$ cat src/hw/rtl/mee_pkg.sv
// mee_pkg: shared types and constants of the modular exponentiation engine
// no dependencies; used by mee_word_alu and modular_exponentiation_engine_core
package mee_pkg;

    localparam int WORD_BITS = 64;
    localparam int OPERAND_BITS = 2048;
    localparam int WORDS = (OPERAND_BITS + WORD_BITS - 1) / WORD_BITS;
    localparam int ADDR_W = $clog2(WORDS);
    localparam int CNT_W = ADDR_W + 1;
    localparam int BIT_W = $clog2(WORD_BITS);

    // sequencer states
    typedef enum logic [3:0] {
        S_IDLE,
        S_SETUP,
        S_AREAD,
        S_ALATCH,
        S_PASS,
        S_COPY,
        S_EREAD,
        S_ELATCH,
        S_EBIT,
        S_OUT
    } t_state;

    // operation carried out by the shared multiply/reduce passes
    typedef enum logic [1:0] {
        OP_ONE,
        OP_RED,
        OP_MUL,
        OP_SQR
    } t_op;

    // result candidate selects
    localparam logic [1:0] SEL_T = 2'd0;
    localparam logic [1:0] SEL_TM = 2'd1;
    localparam logic [1:0] SEL_T2M = 2'd2;

endpackage

$ cat src/hw/rtl/mee_word_alu.sv
// mee_word_alu: one word slice of a step 2R + B + c, with trial subtractions of M and 2M
// depends on mee_pkg
module mee_word_alu (
    input  logic [mee_pkg::WORD_BITS-1:0] i_r,
    input  logic                          i_rsh,
    input  logic [mee_pkg::WORD_BITS-1:0] i_b,
    input  logic                          i_cin,
    input  logic [mee_pkg::WORD_BITS-1:0] i_m,
    input  logic                          i_msh,
    input  logic                          i_b1,
    input  logic                          i_b2,
    output logic [mee_pkg::WORD_BITS-1:0] o_t,
    output logic                          o_cout,
    output logic [mee_pkg::WORD_BITS-1:0] o_d1,
    output logic                          o_bo1,
    output logic [mee_pkg::WORD_BITS-1:0] o_d2,
    output logic                          o_bo2
);
    localparam int W = mee_pkg::WORD_BITS;

    logic [W:0]   sum_t;
    logic [W:0]   sum_d1;
    logic [W:0]   sum_d2;
    logic [W-1:0] m2;

    // doubled accumulator word plus addend
    assign sum_t = {1'b0, i_r[W-2:0], i_rsh} + {1'b0, i_b} + {{W{1'b0}}, i_cin};
    assign o_t = sum_t[W-1:0];
    assign o_cout = sum_t[W];

    // trial subtraction of the modulus
    assign sum_d1 = {1'b0, sum_t[W-1:0]} - {1'b0, i_m} - {{W{1'b0}}, i_b1};
    assign o_d1 = sum_d1[W-1:0];
    assign o_bo1 = sum_d1[W];

    // trial subtraction of twice the modulus
    assign m2 = {i_m[W-2:0], i_msh};
    assign sum_d2 = {1'b0, sum_t[W-1:0]} - {1'b0, m2} - {{W{1'b0}}, i_b2};
    assign o_d2 = sum_d2[W-1:0];
    assign o_bo2 = sum_d2[W];

endmodule

$ cat config.mk
export PLATFORM = sky130hd
export DESIGN_NAME = mee_word_alu
export DESIGN_NICKNAME = d
export VERILOG_FILES = /design/src/hw/rtl/mee_pkg.sv /design/src/hw/rtl/mee_word_alu.sv
export SDC_FILE = /design/constraint.sdc
export NUM_CORES = 1
export LEC_CHECK = 0
export ABC_AREA = 1
export BUFFER_PORTS_ARGS = -buffer_cell sky130_fd_sc_hd__buf_4
export CELL_PAD_IN_SITES_DETAIL_PLACEMENT = 1
export CELL_PAD_IN_SITES_GLOBAL_PLACEMENT = 2
export CORE_MARGIN = 10
export CORE_UTILIZATION = 30
export DETAILED_ROUTE_END_ITERATION = 6
export PLACE_DENSITY_LB_ADDON = 0.05
export SYNTH_ARGS = -nofsm -noshare
export SYNTH_HDL_FRONTEND = slang
export SYNTH_SLANG_ARGS = --single-unit
$ cat constraint.sdc
create_clock -name vclk -period 13.62
set_input_delay 2.724 -clock vclk [all_inputs]
set_output_delay 2.724 -clock vclk [all_outputs]
set_load 0.02 [all_outputs]
# --- Word level (Yosys, flattened, before mapping) ---
# Cells that the tools add are included.
classes:
  add_sub_neg: 6
ops:
  columns: ["cell", "n"]
  rows:
  - ["64-bit by 64-bit subtractor with 65-bit output", 2]
  - ["65-bit by 1-bit subtractor with 65-bit output", 2]
  - ["64-bit by 64-bit adder with 65-bit output", 1]
  - ["65-bit by 1-bit adder with 65-bit output", 1]
totals:
  output_inout_bits: 195
  wordCells: 6
  reg_bits: 0
  in_bits: 197

# --- Depth between registers and ports, before layout ---
# Gate-level depths: netlist of the first run.
depth:
  word_depth: 4
  depth_mapped: 31
  ltp_nobuf: 31

# --- Worst setup path after synthesis of the first run ---
# No wires, ideal clock.
synth_timing:
  path_kind: "input port to output port"
  from: "input port i_rsh"
  to: "output port o_d2[40] (netlist bit)"
  slack_ns: 4.386
  path_buffers: 0
  required_time_ns: 10.896
  arrival_time_ns: 6.510
  path_stages: 24
  cell_sequence: "inv_1 > fa_1 > fa_1 > inv_1 > nand3_1 > nand2_1 > nand2_1 > nand2_2 > nand2_1 > nand2_2 > nand3_1 > nand2_1 > xor2_1 > inv_1 > ha_1 > inv_1 > ha_1 > nand2_1 > nor2_1 > nand2_1 > nor2_1 > nand4_1 > nand3_1 > xor2_1"
synth_via:
  elab_chain_cells: 4
synth_lines:
  columns: ["element", "line_no", "text"]
  rows:
  - ["start: declaration", "mee_word_alu.sv:5", "input logic i_rsh,"]
  - ["64-bit by 64-bit adder with 65-bit output", "mee_word_alu.sv:27", "assign sum_t = {1'b0, i_r[W-2:0], i_rsh} + {1'b0, i_b} + {{W{1'b0}}, i_cin};"]
  - ["65-bit by 1-bit adder with 65-bit output", "mee_word_alu.sv:27", null]
  - ["named net o_t, one bit", "mee_word_alu.sv:12", "output logic [mee_pkg::WORD_BITS-1:0] o_t,"]
  - ["64-bit by 64-bit subtractor with 65-bit output", "mee_word_alu.sv:38", "assign sum_d2 = {1'b0, sum_t[W-1:0]} - {1'b0, m2} - {{W{1'b0}}, i_b2};"]
  - ["65-bit by 1-bit subtractor with 65-bit output", "mee_word_alu.sv:38", null]
  - ["end: declaration", "mee_word_alu.sv:16", "output logic [mee_pkg::WORD_BITS-1:0] o_d2,"]
# The timed path passes the listed nets, and every way through them passes these cells.

# --- Worst setup path after layout of the first run ---
layout_timing:
  from: "input port i_rsh"
  to: "output port o_d1[31] (netlist bit)"
layout_via:
  elab_chain_cells: 4
layout_lines:
  columns: ["element", "line_no", "text"]
  rows:
  - ["64-bit by 64-bit adder with 65-bit output", "mee_word_alu.sv:27", null]
  - ["65-bit by 1-bit adder with 65-bit output", "mee_word_alu.sv:27", null]
  - ["64-bit by 64-bit subtractor with 65-bit output", "mee_word_alu.sv:32", "assign sum_d1 = {1'b0, sum_t[W-1:0]} - {1'b0, i_m} - {{W{1'b0}}, i_b1};"]
  - ["65-bit by 1-bit subtractor with 65-bit output", "mee_word_alu.sv:32", null]
  - ["end: declaration", "mee_word_alu.sv:14", "output logic [mee_pkg::WORD_BITS-1:0] o_d1,"]
# No other way between the ends.

==> reports/results.txt, run 1 <==
# port buffers - 391
Leakage - 14.6 nW
number of max-cap violations - 0
Slew Viols, Final - 0
sequential area share after synthesis - 0
slowest CP cell - xor2_1
Fillers - 9333
unrepaired setup endpoints after global routing - false
Routed WL per cell - 20.3 um
HPWL Detailed - 99.2 mm
number of distinct library cells after synthesis - 29
Area Growth Syn to Fin - 20.7%
synthesized netlist cell count - 3940
Worst setup SP type - primary input
num rows - 92
Die Ht - 273 um
Max rail drop VDD - 0.000122 V
ANT nets after route - 0
crit path max fanout - 4
Vias/cell - 4.80
PD cells - 158 mW/mm^2
fmax - 94.1 MHz
final worst slack - 2.99 ns
CP endpoint kind - output port
Final Hold Viols - 0
pre-CTS setup slack - 3.05 ns
setup bufs post-CTS - 0
DRC - 0
core footprint - 0.0633 sq mm
largest net degree at the start of global routing - 9
final WL - 105 mm
Tmin final - 10.63 ns
gp weighted congestion - 0.936
Total GRT Usage - 0.270
n_diodes - 0
CP Buf/Inv Count - 6
synthesized area - 0.0192 sq mm
Final nets - 4840
I/O Pins - 392
Synth warnings - 0
total grt overflow - 0
die area - 0.0747 sq mm
hold-fix buffers at CTS - 0
Syn Area/Cell - 4.88 sq um
synthesized net count - 4450
post-route clock period utilization - 0.780
initial antenna violation count - 6
status - finished, final reports clean
Slew Limit Headroom - 0.226
vias in the first global route - 25600
setup TNS - 0 ns
Non-Filler Instances - 5174
Storage cell area - 0 sq um
required time of the critical path - 10.90 ns
Setup CP Type - in2out
Initial Util - 0.304
CP peak stage delay - 0.66 ns
CLK BUF - 0
Worst Tran Pin Value - 1.15 ns
final setup violation count - 0
# resized after CTS - 0
DR iter-0 viols - 1105
share of layout cells above drive strength 1 - 0.106
critical path's most frequent cell - nand2_1
first-pass GRT wire length - 154 mm
Hold WS - 5.90 ns
top cell family by delay on the critical path - adder cells
routed vias - 24800
num sequential - 0
CP cell instances - buf_4 > inv_1 > fa_1 > fa_1 > inv_1 > nand3_1 > nand2_1 > nand2_1 > nand2_2 > nand2_1 > nand2_2 > xor2_1 > inv_1 > ha_1 > inv_1 > ha_1 > a21oi_1 > o21ai_0 > a21oi_1 > nand2_1 > nand2_1 > nand2_1 > xor2_1 > buf_4
CP arrival - 7.90 ns
placed cells - 5174
Die W - 273 um
HP Class - in2out
drt first pass iters - 5
==> stage by stage <==
step | total power [mW] | instance area, sq um | util
3_5_place_dp | 3.70 | 23200 | 0.367
5_1_grt | 4.03 | 23200 | 0.367
4_1_cts | 3.71 | 23200 | 0.367
2_1_floorplan | 2.14 | 19200 | -
3_3_place_gp | 3.68 | 23200 | 0.367
6_report | 3.68 | 23200 | 0.367
==> worst paths after layout <==
check | end | slack, ns | startpoint | depth (start not counted)
setup / recovery | o_d1[31] | 2.99 | i_rsh | 24
hold / removal | o_cout | 5.90 | i_b[63] | 5
==> report_power, final <==
part | switching (mW) | total, mW | internal [mW]
combinational | 2.49 | 3.68 | 1.19
sequential | 0 | 0 | 0
clock | 0 | 0 | 0
==> metal layers <==
metal | share of wire | track usage | wire length (um)
met2 | 0.50 | 0.504 | 52600
met3 | 0.028 | 0.0154 | 2970
met1 | 0.45 | 0.334 | 46900
met4 | 0.024 | 0.0539 | 2570
met5 | 0.00040 | 0 | 42
==> logic make-up (layout without fill, tap and decap cells) <==
family | count (synthesis) | after routing | synth area share
AND/OR/NAND/NOR | 2103 | 2103 | 0.440
adder cells (fa/ha/maj) | 313 | 313 | 0.206
XOR/XNOR | 98 | 98 | 0.0462
AO/OA/AOI/OAI | 410 | 410 | 0.110
buffers and inverters | 1016 | 1404 | 0.198
==> layout by cell type, fill, tap and decap left out, types with 3 or more instances in the layout <==
cell type	Yosys	layout
nor3_1	51	51
buf_4	0	391
nor4_1	4	4
nand3_2	3	3
xor2_1	91	91
inv_2	3	3
o21ai_0	132	132
o21ai_1	3	3
xnor2_1	3	3
nand2_2	35	35
nor2_1	371	371
nand2_1	1412	1412
nand4_1	30	30
fa_1	6	6
nand3_1	175	175
ha_1	307	307
xor2_2	4	4
inv_1	1010	1010
o21bai_1	20	20
nor2_2	13	13
nor3_2	5	5
a21oi_1	249	249
==> area by class of cell <==
type                       count  area (sq um)  share of cell area
multi-input combinational   2924         15400               0.664
tap                          846          1060              0.0456
inverter                    1013          3800               0.164
timing repair buffer         391          2940               0.126
==> cells in the mapped netlist <==
library cell,number,share of area
nor4_1,4,0.0013
nand2_2,35,0.011
nand3_1,175,0.046
nand3_2,3,0.0016
a21boi_0,2,0.00078
o21a_1,2,0.00078
xnor2_1,3,0.0014
a21oi_1,249,0.065
nand4_1,30,0.0098
o21ai_1,3,0.00078
xor2_1,91,0.041
nand2_1,1412,0.28
ha_1,307,0.20
nor2_1,371,0.072
xor2_2,4,0.0034
o21bai_1,20,0.0078
nor2_2,13,0.0042
fa_1,6,0.0062
clkbuf_1,3,0.00059
nor3_1,51,0.013
inv_2,3,0.00059
a2111oi_0,1,0.00046
a21o_1,1,0.00039
or2_2,1,0.00033
nor3_2,5,0.0026
nand4_2,1,0.00065
o21ai_0,132,0.034
nand2_4,2,0.0012
inv_1,1010,0.20
No activity file was read; power rests on OpenSTA's default activity.
==> run 2: changes to the inputs <==
- ABC_AREA: 1 -> 0
- CORE_UTILIZATION: 30 -> 27
- clock period: 13.62 -> 8.55 ns (I/O delays scaled with it)
==> reports/results.txt, run 2 <==
post-route clock period utilization - 1.04
final setup violation count - 42 (+42)
HP Class - in2out
Die Ht - 247 um (-9.5%)
CP endpoint kind - output port
Tmin final - 8.89 ns
Slew Viols, Final - 0 (unchanged)
CLK BUF - 0 (unchanged)
failing checks - setup timing
area of the multi-input gates - 0.0153 sq mm (-0.85%)
Max rail drop VDD - 0.000218 V (+78%)
num sequential - 0 (unchanged)
I/O Pins - 392 (unchanged)
CP arrival - 7.18 ns (-0.72 ns)
Slew Limit Headroom - 0.607 (+0.381)
slowest CP cell - fa_2
setup TNS - -6.68 ns (-6.68 ns)
CP peak stage delay - 0.40 ns (-0.26 ns)
Synth area leaders - ha_1, inv_1, a21oi_1
fmax - 112 MHz
Area Growth Syn to Fin - 96.2%
unrepaired setup endpoints after global routing - true
Non-Filler Instances - 3992 (-23%)
PD cells - 327 mW/mm^2 (+110%)
Final nets - 3822 (-21%)
synthesized net count - 2619 (-41%)
DR iter-0 viols - 762 (-31%)
sequential area share after synthesis - 0 (unchanged)
Vias/cell - 4.93 (+2.8%)
required time of the critical path - 6.84 ns (-4.06 ns)
Total GRT Usage - 0.242 (-0.0273)
number of distinct library cells after synthesis - 75 (+160%)
Syn Area/Cell - 6.62 sq um (+35%)
share of layout cells above drive strength 1 - 0.509 (+0.403)
Die W - 247 um (-9.5%)
DRC - 0 (unchanged)
synthesized netlist cell count - 2109 (-46%)
synth cell count leaders - inv_1, ha_1, a21oi_1, nand2_1, nor2_1
HPWL Detailed - 67.2 mm (-32%)
Initial Util - 0.273 (-0.0314)
hold-fix buffers at CTS - 0 (unchanged)
Leakage - 13.8 nW (-5.3%)
most frequent cell after synthesis - inv_1
crit path max fanout - 3 (-1)
gp weighted congestion - 0.912 (-2.6%)
# port buffers - 391 (unchanged)
initial antenna violation count - 2 (-4)
Setup CP Type - in2out
Worst Tran Pin Value - 0.574 ns (-0.578 ns)
status - finished with violations
routed vias - 19700 (-21%)
WP depth - 33 (+38%)
final core utilization - 0.535 (+0.168)
vias in the first global route - 21000 (-18%)
final WL - 80.8 mm (-23%)
CP Buf/Inv Count - 12 (+6)
Synth warnings - 0 (unchanged)
critical path's most frequent cell - buf_4
top cell family by delay on the critical path - compound AO/OA/AOI/OAI gates
placed cells - 3834 (-26%)
post-synth top area cell - ha_1
Fillers - 6355 (-32%)
most common cell after layout, fill and taps aside - buf_4
ANT nets after route - 0 (unchanged)
drt first pass iters - 5 (unchanged)
first-pass GRT wire length - 118 mm (-23%)
Storage cell area - 0 sq um (unchanged)
final worst slack - -0.343 ns (-3.34 ns)
Hold WS - 3.89 ns (-2.02 ns)
top cell type's share of synthesized area - 0.275 (about the same)
Final Hold Viols - 0 (unchanged)
pre-CTS setup slack - -0.829 ns (-3.88 ns)
most frequent cells in the layout - buf_4, inv_1, ha_1, a21oi_1, nand2_1
total grt overflow - 0 (unchanged)
Routed WL per cell - 20.2 um (-0.33%)
Worst setup SP type - primary input
synthesized area - 0.0140 sq mm (-27%)
num rows - 83 (-9.8%)
die area - 0.0612 sq mm (-18%)
core footprint - 0.0512 sq mm (-19%)
largest net degree at the start of global routing - 12 (+3)
number of max-cap violations - 0 (unchanged)
hold depth - 4 (-1)
run 2: worst paths after layout:
kind               start      end  slack (ns)
hold / removal      i_b2  o_d2[0]        3.89
setup / recovery  i_b[0]    o_bo2       -0.34
run 2: final cells by class:
cell class | count | area share
Multi-Input combinational cell | 1692 | 0.559
Tap cell | 680 | 0.0311
Antenna cell | 2 | 0.000183
Inverter | 342 | 0.0476
Timing Repair Buffer | 1276 | 0.362
run 2: layer usage:
layer	wire length, um	share of wire	GRT usage
met1	38100	0.47	0.334
met2	38000	0.47	0.406
met3	3300	0.041	0.0270
met4	1360	0.017	0.0323
met5	0	0	0
run 2: logic make-up after synthesis:
logic type / after synthesis / synth area share
AO/OA/AOI/OAI: 659 / 0.300
XOR/XNOR: 196 / 0.123
adder cells (fa/ha/maj): 313 / 0.284
buffers and inverters: 417 / 0.113
multiplexers: 1 / 0.000807
AND/OR/NAND/NOR: 523 / 0.179
run 2: where the power goes:
| part | switching, mW | internal [mW] |
|---|---|---|
| clock network | 0 | 0.0000000313 |
| registers | 0 | 0 |
| logic | 4.66 | 4.30 |
run 2: repair_timing:
| action | CTS | global route |
|---|---|---|
| setup buffers | 117 | 63 |
| endpoints found under the setup margin | 70 | 67 |
| gates resized for setup | 353 | 264 |
| pin swaps | 147 | 178 |
run 2: metrics by stage:
| step | power, mW | area, sq um |
|---|---|---|
| global placement | 7.22 | 23100 |
| floorplan | 3.56 | 14100 |
| CTS | 8.20 | 25700 |
| detailed placement | 7.33 | 23100 |
| finish | 8.96 | 27400 |
| global route | 9.57 | 27400 |
==> run 3: changes to the inputs <==
- BUFFER_PORTS_ARGS: -buffer_cell sky130_fd_sc_hd__buf_4 -> not set
- CORE_UTILIZATION: 27 -> 33
- DONT_BUFFER_PORTS: not set -> 1
- PLACE_DENSITY_LB_ADDON: 0.05 -> 0.1
==> reports/results.txt, run 3 (synthesized netlist as in run 2, its figures left out) <==
post-route clock period utilization - 1.03 (-0.00913)
hold-fix buffers at CTS - 0 (unchanged)
Max rail drop VDD - 0.000260 V (+19%)
final setup violation count - 32 (-24%)
crit path max fanout - 4 (+1)
Setup CP Type - in2out
Area Growth Syn to Fin - 67.8%
vias in the first global route - 19200 (-8.7%)
share of layout cells above drive strength 1 - 0.417 (-0.0923)
gp weighted congestion - 0.928 (+1.7%)
drt first pass iters - 5 (unchanged)
CP Buf/Inv Count - 6 (-6)
num sequential - 0 (unchanged)
CP endpoint kind - output port
ANT nets after route - 0 (unchanged)
placed cells - 3331 (-13%)
HPWL Detailed - 62.2 mm (-7.5%)
routed vias - 18600 (-5.5%)
failing checks - setup timing
Slew Viols, Final - 0 (unchanged)
required time of the critical path - 6.84 ns (about the same)
Hold WS - 3.74 ns (-0.145 ns)
HP Class - in2out
Routed WL per cell - 22.1 um (+9.3%)
Tmin final - 8.81 ns (-0.0781 ns)
Total GRT Usage - 0.269 (+0.0264)
PD cells - 345 mW/mm^2 (+5.4%)
Final nets - 3403 (-11%)
DR iter-0 viols - 894 (+17%)
final core utilization - 0.560 (+0.0248)
Leakage - 11.7 nW (-16%)
core footprint - 0.0419 sq mm (-18%)
slowest CP cell - or4b_4
CLK BUF - 0 (unchanged)
final worst slack - -0.264 ns (+0.0781 ns)
Die Ht - 226 um (-8.8%)
most frequent cells in the layout - buf_4, inv_1, ha_1, a21oi_1, nand2_1
unrepaired setup endpoints after global routing - true
largest net degree at the start of global routing - 11 (-1)
Storage cell area - 0 sq um (unchanged)
top cell family by delay on the critical path - compound AO/OA/AOI/OAI gates
die area - 0.0509 sq mm (-17%)
Slew Limit Headroom - 0.482 (-0.125)
Vias/cell - 5.42 (+9.9%)
Die W - 226 um (-8.8%)
CP arrival - 7.10 ns (-0.08 ns)
first-pass GRT wire length - 109 mm (-7.7%)
Initial Util - 0.333 (+0.0608)
number of max-cap violations - 0 (unchanged)
# port buffers - 0 (-100%)
final WL - 75.9 mm (-6.1%)
Worst setup SP type - primary input
status - finished with violations
I/O Pins - 392 (unchanged)
total grt overflow - 0 (unchanged)
fmax - 113 MHz (+0.89%)
initial antenna violation count - 2 (unchanged)
CP peak stage delay - 0.50 ns (+0.10 ns)
Non-Filler Instances - 3432 (-14%)
Worst Tran Pin Value - 0.774 ns (+0.200 ns)
most common cell after layout, fill and taps aside - buf_4
Final Hold Viols - 0 (unchanged)
DRC - 0 (unchanged)
pre-CTS setup slack - -0.796 ns (+0.0325 ns)
num rows - 75 (-9.6%)
run 3: changes by cell type in the layout (fill, tap and decap cells not counted), moves of 6 or more:
cell / before / now
buf_4: 1189 / 799
inv_2: 32 / 22
buf_6: 85 / 58
ha_1: 253 / 261
ha_4: 53 / 42
inv_1: 302 / 316
xnor2_1: 80 / 87
xor2_4: 10 / 4
a21oi_2: 61 / 47
a21oi_1: 167 / 182
run 3: cell type report:
type | instances | area, sq um
inverters | 342 | 1300
repair buffers | 857 | 6650
fillers | 5212 | 18400
well taps | 539 | 674
multi-input cells | 1692 | 14800
diodes | 2 | 5.00
run 3: routing by layer:
metal | part of all wire | wire [um] | GRT usage
met5 | 0 | 0 | 0
met4 | 0.028 | 2140 | 0.0556
met3 | 0.061 | 4610 | 0.0489
met2 | 0.47 | 35600 | 0.446
met1 | 0.44 | 33600 | 0.354
run 3: through the flow:
step	cell area (sq um)	total power [mW]	setup TNS (ns)
after global placement	20200	6.64	-19.86
after detailed placement	20200	6.77	-28.79
after floorplan	14100	3.56	-0.0272
after global routing	23400	8.60	-15.08
final	23400	8.08	-3.65
after CTS	22100	7.36	-2.10
run 3: what timing repair did:
action | CTS | global route
endpoints found under the setup margin | 64 | 60
buffers inserted | 70 | 39
pin swaps | 133 | 142
resized for setup | 283 | 214
run 3: final timing paths:
path                        to   start  cells after the start
worst max-delay path  o_d1[63]   i_cin                     27
worst min-delay path   o_d2[2]  i_m[1]                      2
run 3: power by group:
group	switching (mW)	internal [mW]
clock	0	0.0000000314
sequential	0	0
combinational	4.41	3.67
